File: src/hdl/sha1bc_pkg.sv
// sha1bc_pkg: shared types, constants and round helpers for the SHA-1 block
// compression engine. Used by every module under hdl/; depends on nothing.

package sha1bc_pkg;

  localparam int unsigned WORD_W         = 32;
  localparam int unsigned COUNT_W        = 64;
  localparam int unsigned NUM_CHAIN      = 5;
  localparam int unsigned NUM_WORDS      = 16;
  localparam int unsigned NUM_ROUNDS     = 80;
  localparam int unsigned ROUND_W        = 7;
  localparam int unsigned WORD_POS_W     = $clog2(NUM_WORDS);
  localparam int unsigned BLOCK_BYTES    = 64;
  localparam int unsigned FIFO_DEPTH_DEF = 4;
  localparam int unsigned CFG_IDX_W      = 3;

  // Schedule window taps: slot 0 holds W[t-16], the others W[t-14], W[t-8], W[t-3]
  localparam int unsigned TAP_T16 = 0;
  localparam int unsigned TAP_T14 = 2;
  localparam int unsigned TAP_T8  = 8;
  localparam int unsigned TAP_T3  = 13;

  localparam logic [WORD_W-1:0] SHA_K1 = 32'h5A827999;
  localparam logic [WORD_W-1:0] SHA_K2 = 32'h6ED9EBA1;
  localparam logic [WORD_W-1:0] SHA_K3 = 32'h8F1BBCDC;
  localparam logic [WORD_W-1:0] SHA_K4 = 32'hCA62C1D6;

  localparam logic [WORD_W-1:0] IV_A = 32'h67452301;
  localparam logic [WORD_W-1:0] IV_B = 32'hEFCDAB89;
  localparam logic [WORD_W-1:0] IV_C = 32'h98BADCFE;
  localparam logic [WORD_W-1:0] IV_D = 32'h10325476;
  localparam logic [WORD_W-1:0] IV_E = 32'hC3D2E1F0;

  typedef struct packed {
    logic [WORD_W-1:0] msg_word;
    logic              new_message;
  } sha1bc_in_t;

  typedef struct packed {
    logic [WORD_W-1:0]  digest_a;
    logic [WORD_W-1:0]  digest_b;
    logic [WORD_W-1:0]  digest_c;
    logic [WORD_W-1:0]  digest_d;
    logic [WORD_W-1:0]  digest_e;
    logic [COUNT_W-1:0] bytes_hashed;
  } sha1bc_out_t;

  // Classified word request handed from the front to the compression core
  typedef struct packed {
    logic [WORD_W-1:0] word;
    logic              reload;
    logic              last;
  } sha1bc_item_t;

  typedef struct packed {
    logic full;
    logic empty;
  } sha1bc_q_stat_t;

  typedef struct packed {
    logic                 we;
    logic [CFG_IDX_W-1:0] index;
    logic [WORD_W-1:0]    data;
  } sha1bc_cfg_wr_t;

  typedef enum logic [CFG_IDX_W-1:0] {
    CFG_INIT_A = 3'd0,
    CFG_INIT_B = 3'd1,
    CFG_INIT_C = 3'd2,
    CFG_INIT_D = 3'd3,
    CFG_INIT_E = 3'd4
  } sha1bc_cfg_idx_t;

  typedef enum logic [1:0] {
    ST_LOAD,
    ST_ROUND,
    ST_DONE
  } sha1bc_state_t;

  typedef enum logic [1:0] {
    PH_CHOOSE,
    PH_PARITY1,
    PH_MAJORITY,
    PH_PARITY2
  } sha1bc_phase_t;

  function automatic sha1bc_phase_t round_phase(input logic [ROUND_W-1:0] r);
    sha1bc_phase_t ph;
    if (r < ROUND_W'(20))      ph = PH_CHOOSE;
    else if (r < ROUND_W'(40)) ph = PH_PARITY1;
    else if (r < ROUND_W'(60)) ph = PH_MAJORITY;
    else                       ph = PH_PARITY2;
    return ph;
  endfunction

  function automatic logic [WORD_W-1:0] round_f(input sha1bc_phase_t ph,
                                                input logic [WORD_W-1:0] b,
                                                input logic [WORD_W-1:0] c,
                                                input logic [WORD_W-1:0] d);
    logic [WORD_W-1:0] f;
    unique case (ph)
      PH_CHOOSE:   f = d ^ (b & (c ^ d));
      PH_MAJORITY: f = (b & c) | (d & (b | c));
      default:     f = b ^ c ^ d;
    endcase
    return f;
  endfunction

  function automatic logic [WORD_W-1:0] round_k(input sha1bc_phase_t ph);
    logic [WORD_W-1:0] k;
    unique case (ph)
      PH_CHOOSE:   k = SHA_K1;
      PH_PARITY1:  k = SHA_K2;
      PH_MAJORITY: k = SHA_K3;
      default:     k = SHA_K4;
    endcase
    return k;
  endfunction

  function automatic logic [WORD_W-1:0] rotl1(input logic [WORD_W-1:0] v);
    return {v[WORD_W-2:0], v[WORD_W-1]};
  endfunction

  function automatic logic [WORD_W-1:0] rotl5(input logic [WORD_W-1:0] v);
    return {v[WORD_W-6:0], v[WORD_W-1:WORD_W-5]};
  endfunction

  function automatic logic [WORD_W-1:0] rotl30(input logic [WORD_W-1:0] v);
    return {v[1:0], v[WORD_W-1:2]};
  endfunction

endpackage

File: src/hdl/sha1_block_compress.sv
// sha1_block_compress: top level of the SHA-1 block compression engine.
// Depends on sha1bc_pkg, sha1bc_front, sha1bc_fifo and sha1bc_core.
//
//  channel   ports                              moves
//  --------  ---------------------------------  ---------------------------------
//  input     in_push, in_full, in_data          one message word request
//  result    out_empty, out_pop, out_data       chaining words + byte count
//  config    cfg_we, cfg_index, cfg_wdata       init word write, no wait
//
// Flow: words are taken one a cycle into a short queue while it is not full;
// the core drains one word a cycle in its load state, then runs the rounds
// and the final add, and takes no new word until that block is done. The
// single round unit in the core limits the sustained rate.
// Reset: synchronous on rst_n, restores the standard initial values, clears
// the byte count, word position, queue and result valid flag.
// Stalls: a waiting result holds the core only at the final add; words keep
// filling the queue until it is full, which raises in_full.

module sha1_block_compress import sha1bc_pkg::*; #(
  parameter int unsigned FIFO_DEPTH = FIFO_DEPTH_DEF
) (
  input  logic                 clk,
  input  logic                 rst_n,
  // message word requests
  input  logic                 in_push,
  output logic                 in_full,
  input  sha1bc_in_t           in_data,
  // result requests
  output logic                 out_empty,
  input  logic                 out_pop,
  output sha1bc_out_t          out_data,
  // init register writes
  input  logic                 cfg_we,
  input  logic [CFG_IDX_W-1:0] cfg_index,
  input  logic [WORD_W-1:0]    cfg_wdata
);

  sha1bc_q_stat_t q_stat;
  sha1bc_item_t   q_in_item, q_head_item;
  logic           q_push, q_pop;
  sha1bc_cfg_wr_t cfg;

  // bundle the write port for the core
  assign cfg.we    = cfg_we;
  assign cfg.index = cfg_index;
  assign cfg.data  = cfg_wdata;

  // front: classify each word as message start and/or block end
  sha1bc_front u_front (
    .clk     (clk),
    .rst_n   (rst_n),
    .in_push (in_push),
    .in_full (in_full),
    .in_data (in_data),
    .q_stat  (q_stat),
    .q_push  (q_push),
    .q_item  (q_in_item)
  );

  // queue: decouple word intake from the round loop
  sha1bc_fifo #(
    .DEPTH (FIFO_DEPTH)
  ) u_fifo (
    .clk       (clk),
    .rst_n     (rst_n),
    .push      (q_push),
    .push_item (q_in_item),
    .pop       (q_pop),
    .head_item (q_head_item),
    .stat      (q_stat)
  );

  // back: gather the block, run the rounds, hold the result
  sha1bc_core u_core (
    .clk       (clk),
    .rst_n     (rst_n),
    .cfg       (cfg),
    .q_item    (q_head_item),
    .q_stat    (q_stat),
    .q_pop     (q_pop),
    .out_empty (out_empty),
    .out_pop   (out_pop),
    .out_data  (out_data)
  );

endmodule

File: src/hdl/sha1bc_front.sv
// sha1bc_front: accepts message word requests, tracks the word position and
// tags each word as a message start and/or a block end. Uses sha1bc_pkg.

module sha1bc_front import sha1bc_pkg::*; (
  input  logic           clk,
  input  logic           rst_n,
  input  logic           in_push,
  output logic           in_full,
  input  sha1bc_in_t     in_data,
  input  sha1bc_q_stat_t q_stat,
  output logic           q_push,
  output sha1bc_item_t   q_item
);

  logic [WORD_POS_W-1:0] pos_r, pos_nxt, pos_base;

  assign in_full = q_stat.full;
  assign q_push  = in_push && !q_stat.full;

  always_comb begin
    // a start flag drops any partial block gathered so far
    pos_base      = in_data.new_message ? '0 : pos_r;
    q_item.word   = in_data.msg_word;
    q_item.reload = in_data.new_message;
    q_item.last   = (pos_base == WORD_POS_W'(NUM_WORDS - 1));
    pos_nxt       = q_push ? pos_base + WORD_POS_W'(1) : pos_r;
  end

  always_ff @(posedge clk) begin
    if (!rst_n) begin
      pos_r <= '0;
    end else begin
      pos_r <= pos_nxt;
    end
  end

endmodule

File: src/hdl/sha1bc_fifo.sv
// sha1bc_fifo: short request queue between front and compression core.
// Uses sha1bc_pkg for the request and status types.

module sha1bc_fifo import sha1bc_pkg::*; #(
  parameter int unsigned DEPTH = FIFO_DEPTH_DEF
) (
  input  logic           clk,
  input  logic           rst_n,
  input  logic           push,
  input  sha1bc_item_t   push_item,
  input  logic           pop,
  output sha1bc_item_t   head_item,
  output sha1bc_q_stat_t stat
);

  localparam int unsigned PTR_W = (DEPTH > 1) ? $clog2(DEPTH) : 1;
  localparam int unsigned CNT_W = $clog2(DEPTH + 1);

  sha1bc_item_t     mem_r [DEPTH];
  logic [PTR_W-1:0] wr_ptr_r, wr_ptr_nxt, rd_ptr_r, rd_ptr_nxt;
  logic [CNT_W-1:0] cnt_r, cnt_nxt;
  logic             do_push, do_pop;

  assign stat.full  = (cnt_r == CNT_W'(DEPTH));
  assign stat.empty = (cnt_r == '0);
  assign do_push    = push && !stat.full;
  assign do_pop     = pop && !stat.empty;
  assign head_item  = mem_r[rd_ptr_r];

  always_comb begin
    wr_ptr_nxt = wr_ptr_r;
    rd_ptr_nxt = rd_ptr_r;
    cnt_nxt    = cnt_r;
    if (do_push) begin
      wr_ptr_nxt = (wr_ptr_r == PTR_W'(DEPTH - 1)) ? '0 : wr_ptr_r + PTR_W'(1);
    end
    if (do_pop) begin
      rd_ptr_nxt = (rd_ptr_r == PTR_W'(DEPTH - 1)) ? '0 : rd_ptr_r + PTR_W'(1);
    end
    if (do_push && !do_pop) begin
      cnt_nxt = cnt_r + CNT_W'(1);
    end else if (do_pop && !do_push) begin
      cnt_nxt = cnt_r - CNT_W'(1);
    end
  end

  always_ff @(posedge clk) begin
    if (!rst_n) begin
      wr_ptr_r <= '0;
      rd_ptr_r <= '0;
      cnt_r    <= '0;
    end else begin
      wr_ptr_r <= wr_ptr_nxt;
      rd_ptr_r <= rd_ptr_nxt;
      cnt_r    <= cnt_nxt;
    end
  end

  always_ff @(posedge clk) begin
    if (do_push) begin
      mem_r[wr_ptr_r] <= push_item;
    end
  end

endmodule

File: src/hdl/sha1bc_core.sv
// sha1bc_core: schedule window, one-round-per-cycle compression, chaining
// words, byte count, init registers and the result register. Uses sha1bc_pkg.

module sha1bc_core import sha1bc_pkg::*; (
  input  logic           clk,
  input  logic           rst_n,
  input  sha1bc_cfg_wr_t cfg,
  input  sha1bc_item_t   q_item,
  input  sha1bc_q_stat_t q_stat,
  output logic           q_pop,
  output logic           out_empty,
  input  logic           out_pop,
  output sha1bc_out_t    out_data
);

  sha1bc_state_t      state_r, state_nxt;
  logic [WORD_W-1:0]  init_r  [NUM_CHAIN];
  logic [WORD_W-1:0]  chain_r [NUM_CHAIN];
  logic [WORD_W-1:0]  var_r   [NUM_CHAIN];
  logic [WORD_W-1:0]  win_r   [NUM_WORDS];
  logic [COUNT_W-1:0] count_r, count_sum;
  logic [ROUND_W-1:0] round_r;
  logic               out_valid_r, out_valid_nxt;
  sha1bc_out_t        out_r;

  logic [WORD_W-1:0]  chain_base [NUM_CHAIN];
  logic [WORD_W-1:0]  sum        [NUM_CHAIN];
  logic [WORD_W-1:0]  w_new, t_val;
  sha1bc_phase_t      phase;
  logic               round_en, commit, out_free;

  assign out_free = !out_valid_r || out_pop;

  always_comb begin
    for (int i = 0; i < NUM_CHAIN; i++) begin
      chain_base[i] = q_item.reload ? init_r[i] : chain_r[i];
      sum[i]        = chain_r[i] + var_r[i];
    end
    count_sum = count_r + COUNT_W'(BLOCK_BYTES);
    phase     = round_phase(round_r);
    w_new     = rotl1(win_r[TAP_T16] ^ win_r[TAP_T14] ^ win_r[TAP_T8] ^ win_r[TAP_T3]);
    t_val     = rotl5(var_r[0]) + round_f(phase, var_r[1], var_r[2], var_r[3])
              + var_r[4] + round_k(phase) + win_r[TAP_T16];
  end

  // next state
  always_comb begin
    state_nxt = state_r;
    unique case (state_r)
      ST_LOAD: begin
        if (!q_stat.empty && q_item.last) state_nxt = ST_ROUND;
      end
      ST_ROUND: begin
        if (round_r == ROUND_W'(NUM_ROUNDS - 1)) state_nxt = ST_DONE;
      end
      ST_DONE: begin
        if (out_free) state_nxt = ST_LOAD;
      end
      default: state_nxt = ST_LOAD;
    endcase
  end

  // outputs
  always_comb begin
    q_pop    = 1'b0;
    round_en = 1'b0;
    commit   = 1'b0;
    unique case (state_r)
      ST_LOAD:  q_pop    = !q_stat.empty;
      ST_ROUND: round_en = 1'b1;
      ST_DONE:  commit   = out_free;
      default: ;
    endcase
  end

  assign out_valid_nxt = commit ? 1'b1 : (out_pop ? 1'b0 : out_valid_r);

  always_ff @(posedge clk) begin
    if (!rst_n) begin
      state_r     <= ST_LOAD;
      round_r     <= '0;
      out_valid_r <= 1'b0;
      count_r     <= '0;
      init_r[0]   <= IV_A;
      init_r[1]   <= IV_B;
      init_r[2]   <= IV_C;
      init_r[3]   <= IV_D;
      init_r[4]   <= IV_E;
      chain_r[0]  <= IV_A;
      chain_r[1]  <= IV_B;
      chain_r[2]  <= IV_C;
      chain_r[3]  <= IV_D;
      chain_r[4]  <= IV_E;
    end else begin
      state_r     <= state_nxt;
      out_valid_r <= out_valid_nxt;
      if (cfg.we) begin
        unique case (cfg.index)
          CFG_INIT_A: init_r[0] <= cfg.data;
          CFG_INIT_B: init_r[1] <= cfg.data;
          CFG_INIT_C: init_r[2] <= cfg.data;
          CFG_INIT_D: init_r[3] <= cfg.data;
          CFG_INIT_E: init_r[4] <= cfg.data;
          default: ;
        endcase
      end
      if (q_pop && q_item.last) begin
        round_r <= '0;
      end else if (round_en) begin
        round_r <= round_r + ROUND_W'(1);
      end
      if (q_pop && q_item.reload) begin
        for (int i = 0; i < NUM_CHAIN; i++) chain_r[i] <= init_r[i];
        count_r <= '0;
      end else if (commit) begin
        for (int i = 0; i < NUM_CHAIN; i++) chain_r[i] <= sum[i];
        count_r <= count_sum;
      end
    end
  end

  // payload: schedule window, working variables, result register
  always_ff @(posedge clk) begin
    if (q_pop) begin
      for (int j = 0; j < NUM_WORDS - 1; j++) win_r[j] <= win_r[j+1];
      win_r[NUM_WORDS-1] <= q_item.word;
    end else if (round_en) begin
      for (int j = 0; j < NUM_WORDS - 1; j++) win_r[j] <= win_r[j+1];
      win_r[NUM_WORDS-1] <= w_new;
    end
    if (q_pop && q_item.last) begin
      for (int i = 0; i < NUM_CHAIN; i++) var_r[i] <= chain_base[i];
    end else if (round_en) begin
      var_r[0] <= t_val;
      var_r[1] <= var_r[0];
      var_r[2] <= rotl30(var_r[1]);
      var_r[3] <= var_r[2];
      var_r[4] <= var_r[3];
    end
    if (commit) begin
      out_r.digest_a     <= sum[0];
      out_r.digest_b     <= sum[1];
      out_r.digest_c     <= sum[2];
      out_r.digest_d     <= sum[3];
      out_r.digest_e     <= sum[4];
      out_r.bytes_hashed <= count_sum;
    end
  end

  assign out_empty = !out_valid_r;
  assign out_data  = out_r;

endmodule

File: config.mk
export PLATFORM = sky130hd
export DESIGN_NAME = sha1_block_compress
export DESIGN_NICKNAME = d
export VERILOG_FILES = /design/src/hdl/sha1bc_pkg.sv /design/src/hdl/sha1_block_compress.sv /design/src/hdl/sha1bc_front.sv /design/src/hdl/sha1bc_fifo.sv /design/src/hdl/sha1bc_core.sv
export SDC_FILE = /design/constraint.sdc
export NUM_CORES = 2
export LEC_CHECK = 0
export BUFFER_PORTS_ARGS = -buffer_cell sky130_fd_sc_hd__buf_4
export CORE_MARGIN = 5
export CORE_UTILIZATION = 55
export DETAILED_ROUTE_END_ITERATION = 7
export MAX_ROUTING_LAYER = met4
export PLACE_DENSITY_LB_ADDON = 0.08
export SETUP_SLACK_MARGIN = 0.2
export SYNTH_ARGS = -nofsm -noshare
export SYNTH_HDL_FRONTEND = slang
export SYNTH_SLANG_ARGS = --single-unit
File: constraint.sdc
create_clock -name clk -period 21 [get_ports clk]
set_input_delay 4.2 -clock clk [delete_from_list [all_inputs] [get_ports clk]]
set_output_delay 4.2 -clock clk [all_outputs]
set_load 0.02 [all_outputs]
==> summary.txt <==
Run status
  • Status: finished clean

Critical path
  • CP required: 21530 ps
  • Critical Path Source: u_core.round_r[4]
  • Worst reg2reg path depth: 22
  • Crit path max-delay family: compound AO/OA/AOI/OAI gates
  • CP Capture Type: register
  • Crit path depth: 22
  • Buf/Inv on CP: 4
  • Critical path type: register to register
  • Reg2reg start: u_core.round_r[4]
  • Register-to-Register Setup Slack: 13590 ps
  • Slowest cell on crit path: clkinv_1
  • Worst setup endpoint: u_core.var_r[0][30]
  • Max FO, Critical Path: 58
  • Worst path max stage delay: 690 ps
  • Crit-path cells: nor2_1 -> nor2b_1 -> nor2_1 -> inv_1 -> ha_2 -> buf_4 -> clkinv_1 -> a211oi_1 -> a31o_2 -> fa_1 -> fa_1 -> inv_1 -> ha_1 -> a211oi_1 -> o21bai_1 -> a21oi_1 -> o21ai_0 -> a21oi_1 -> o21ai_0 -> a31oi_1 -> o221ai_1 -> o211a_1
  • Worst R2R End: u_core.var_r[0][30]
  • Crit path launch type: register
  • Arrival @ worst endpoint: 7940 ps

Route
  • # DRC: 0
  • Vias per cell: 5.794
  • Drt pass-1 iters: 6
  • Avg WL per Cell: 23.03 µm
  • DRT antenna net count: 0
  • Number of DRC markers in iteration 0: 3744
  • Via count: 39891
  • Routed wire length: 158500 µm

Run
  • Max Cap Viol: 0

Finish
  • Layout cells sized above 1: 12.30%
  • FILL cells: 9060
  • Area grow syn2layout: 13.46%
  • Nets: 5587

GRT
  • Antenna violations before repair: 4
  • Gr usage total: 25.41%
  • Vias in the first global route: 38607
  • Global-route wire length before repair: 236400 µm
  • Gr ovfl total: 0
  • Largest net degree at the start of global routing: 206

Floorplanning
  • Die Span Y: 356.9 µm
  • DIE AREA: 0.1273 mm²
  • I/O pins: 299
  • Total core area: 0.1197 mm²
  • Die width: 356.9 µm
  • Starting density of the core: 55.30%
  • Site Rows: 127

Timing
  • RSZ-0062 raised after global routing: false
  • F_max: 134.9 MHz
  • Slew Limit Fails: 0
  • Worst Max-Slew Pin Slew: 1151 ps
  • Rel. slew slack: 23.29%
  • Tmin final: 7414 ps
  • TNS Setup: 0 ps
  • Final period util: 35.30%
  • Final hold violations: 0
  • Final setup viols: 0
  • Max Clock Skew: 37.73 ps

Synth
  • Post-Synthesis Cell Area: 0.06617 mm²
  • Post-synthesis cell count: 4836
  • List of most frequent post-synthesis cells: 1346 x edfxtp_1, 355 x nand2_1, 323 x inv_1
  • FF+latch count, synth: 1427
  • Async SR Flop Fraction: 0%
  • Netlist cell types: 83
  • Mapped Avg Cell Area: 13.68 µm²
  • Sequential fraction of the synthesis area: 63.53%
  • Top_reg_cell synth: edfxtp_1
  • YS warnings: 0
  • Top cells by area, synth: edfxtp_1 61%, ha_1 5.1%, xnor2_1 3.3%
  • Top cell type's share of synthesized area: 61.08%
  • Number of synthesized flops with an enable pin: 1346
  • Leading area contributor after synthesis: edfxtp_1
  • Cell with the most instances after synthesis: edfxtp_1

CTS
  • Clock latency on the worst-skew pair: 790 ps
  • Clock H-tree levels: 4
  • CTS tree: yes
  • CTS sink cnt: 1427
  • CTS clk-pin slew, worst paths: 60 ps
  • # Post-CTS Setup Buffers: 0
  • Post-cts gate resize count: 0
  • Clock Path Buffers: 3
  • Total CTS buffers: 149
  • CTS root buffer: clkbuf_16
  • Hold-fix buffers, CTS: 0

Place
  • Final HPWL from detailed placement: 110000 µm
  • IO buf count: 292
  • Final Wtd Congestion: 0.9676

Hold path
  • Hold_sp: u_core.win_r[2][100]
  • Hold crit path type: register to register
routing by layer:
metal / vias to the layer above / track usage, % / share of wire [%]
li1: 18518 / - / -
met1: 19773 / 37.22 / 45
met2: 1354 / 37.20 / 45
met3: 246 / 3.722 / 7.4
met4: 0 / 8.070 / 2.8
met5: - / - / 0
layout make-up:
cell class              instances  area (µm²)  share of cell area [%]
multi-input cells            2914       22390                   29.82
inverters                     324        1224                   1.630
clock inverters                90       977.2                   1.302
diodes                          5       12.51                 0.01667
repair buffers                334        2520                   3.357
well taps                    1612        2017                   2.687
flip-flops and latches       1427       42040                   56.00
clock buffers                 179        3892                   5.185
cell usage in the layout, fill, tap and decap left out, types with 20 or more instances in the layout:
cell type  Yosys  routed
nand4_1       28      28
a31oi_1       24      24
and2_1        47      47
a21o_1        92      92
clkbuf_1     136      26
clkinv_1       1      31
a211oi_1      44      44
clkinv_2       0      21
xor2_1       122     122
buf_4          6     333
o22a_1        76      76
mux4_2        34      33
and3_1        22      20
xnor2_1      248     248
a22o_1        76      76
a21oi_1      217     217
nand2_1      355     352
nor2_1       181     180
o21bai_1      27      27
edfxtp_1    1346    1346
o21a_1        31      31
dfxtp_1       81      80
nor3_1        34      33
fa_1          94      94
nor2b_1       51      50
o21ai_0      317     314
ha_1         270     268
nand3_1       58      55
nand2b_1      68      68
clkbuf_16      0     150
inv_1        323     322
or3_1         26      26
mux2i_1      152     152
worst reg2reg max path, cell delays in order (launching register included):
cell,delay (ps)
dfxtp_1,440
nor2_1,110
nor2b_1,150
nor2_1,200
inv_1,270
ha_2,220
buf_4,490
clkinv_1,710
a211oi_1,370
a31o_2,170
fa_1,450
fa_1,590
inv_1,60
ha_1,300
a211oi_1,320
o21bai_1,130
a21oi_1,290
o21ai_0,270
a21oi_1,280
o21ai_0,210
a31oi_1,580
o221ai_1,280
o211a_1,260
flip-flops by register name, indices dropped and copies added, names as in the netlist, 3 cells and up, named ones only:
| signal | flops |
|---|---|
| u_core.var_r | 160 |
| u_core.init_r | 160 |
| u_core.round_r | 7 |
| u_front.pos_r | 4 |
| u_core.out_data | 218 |
| u_fifo.cnt_r | 3 |
| u_fifo.mem_r | 136 |
| u_core.chain_r | 160 |
| u_core.count_r | 58 |
| u_core.win_r | 512 |
metrics by stage:
stage                     setup WS (ps)  utilization [%]  std cells  cell area, µm²  hold slack (ps)
after floorplan                    8084                -       4841           66190            400.3
after global placement            13360            58.66       6611           70190            400.1
after detailed placement          13340            58.66       6611           70190            404.5
after CTS                         13490            62.73       6880           75060            396.8
after global routing              13080            62.74       6882           75070            409.6
final                             13590            62.74       6885           75070            397.3
worst min path at each step:
stage | depth (start not counted) | slack, ps | to
2_1_floorplan | 0 | 400 | u_core.win_r[0][0]
3_3_place_gp | 0 | 400 | u_core.win_r[1][14]
3_5_place_dp | 0 | 400 | u_core.win_r[0][105]
4_1_cts | 0 | 400 | u_core.win_r[2][68]
5_1_grt | 0 | 410 | u_core.win_r[2][6]
6_report | 0 | 400 | u_core.win_r[2][68]
kinds of logic (layout without fill, tap and decap cells):
logic type	after synthesis	count (layout)	share of synthesized area (%)
AOI/OAI and AO/OA	1048	1048	10.35
xor gates and xnor gates	370	370	4.897
adders and majority gates	364	364	7.949
buffers and inverters	500	927	2.889
DFF	1427	1427	63.53
muxes	193	193	3.576
other	1	11	0.005667
and+or+nand+nor	933	933	6.803
Power is left out: the tool's default activity adds up to more than one toggle a clock period on the data nets, which glitch-free logic cannot reach.
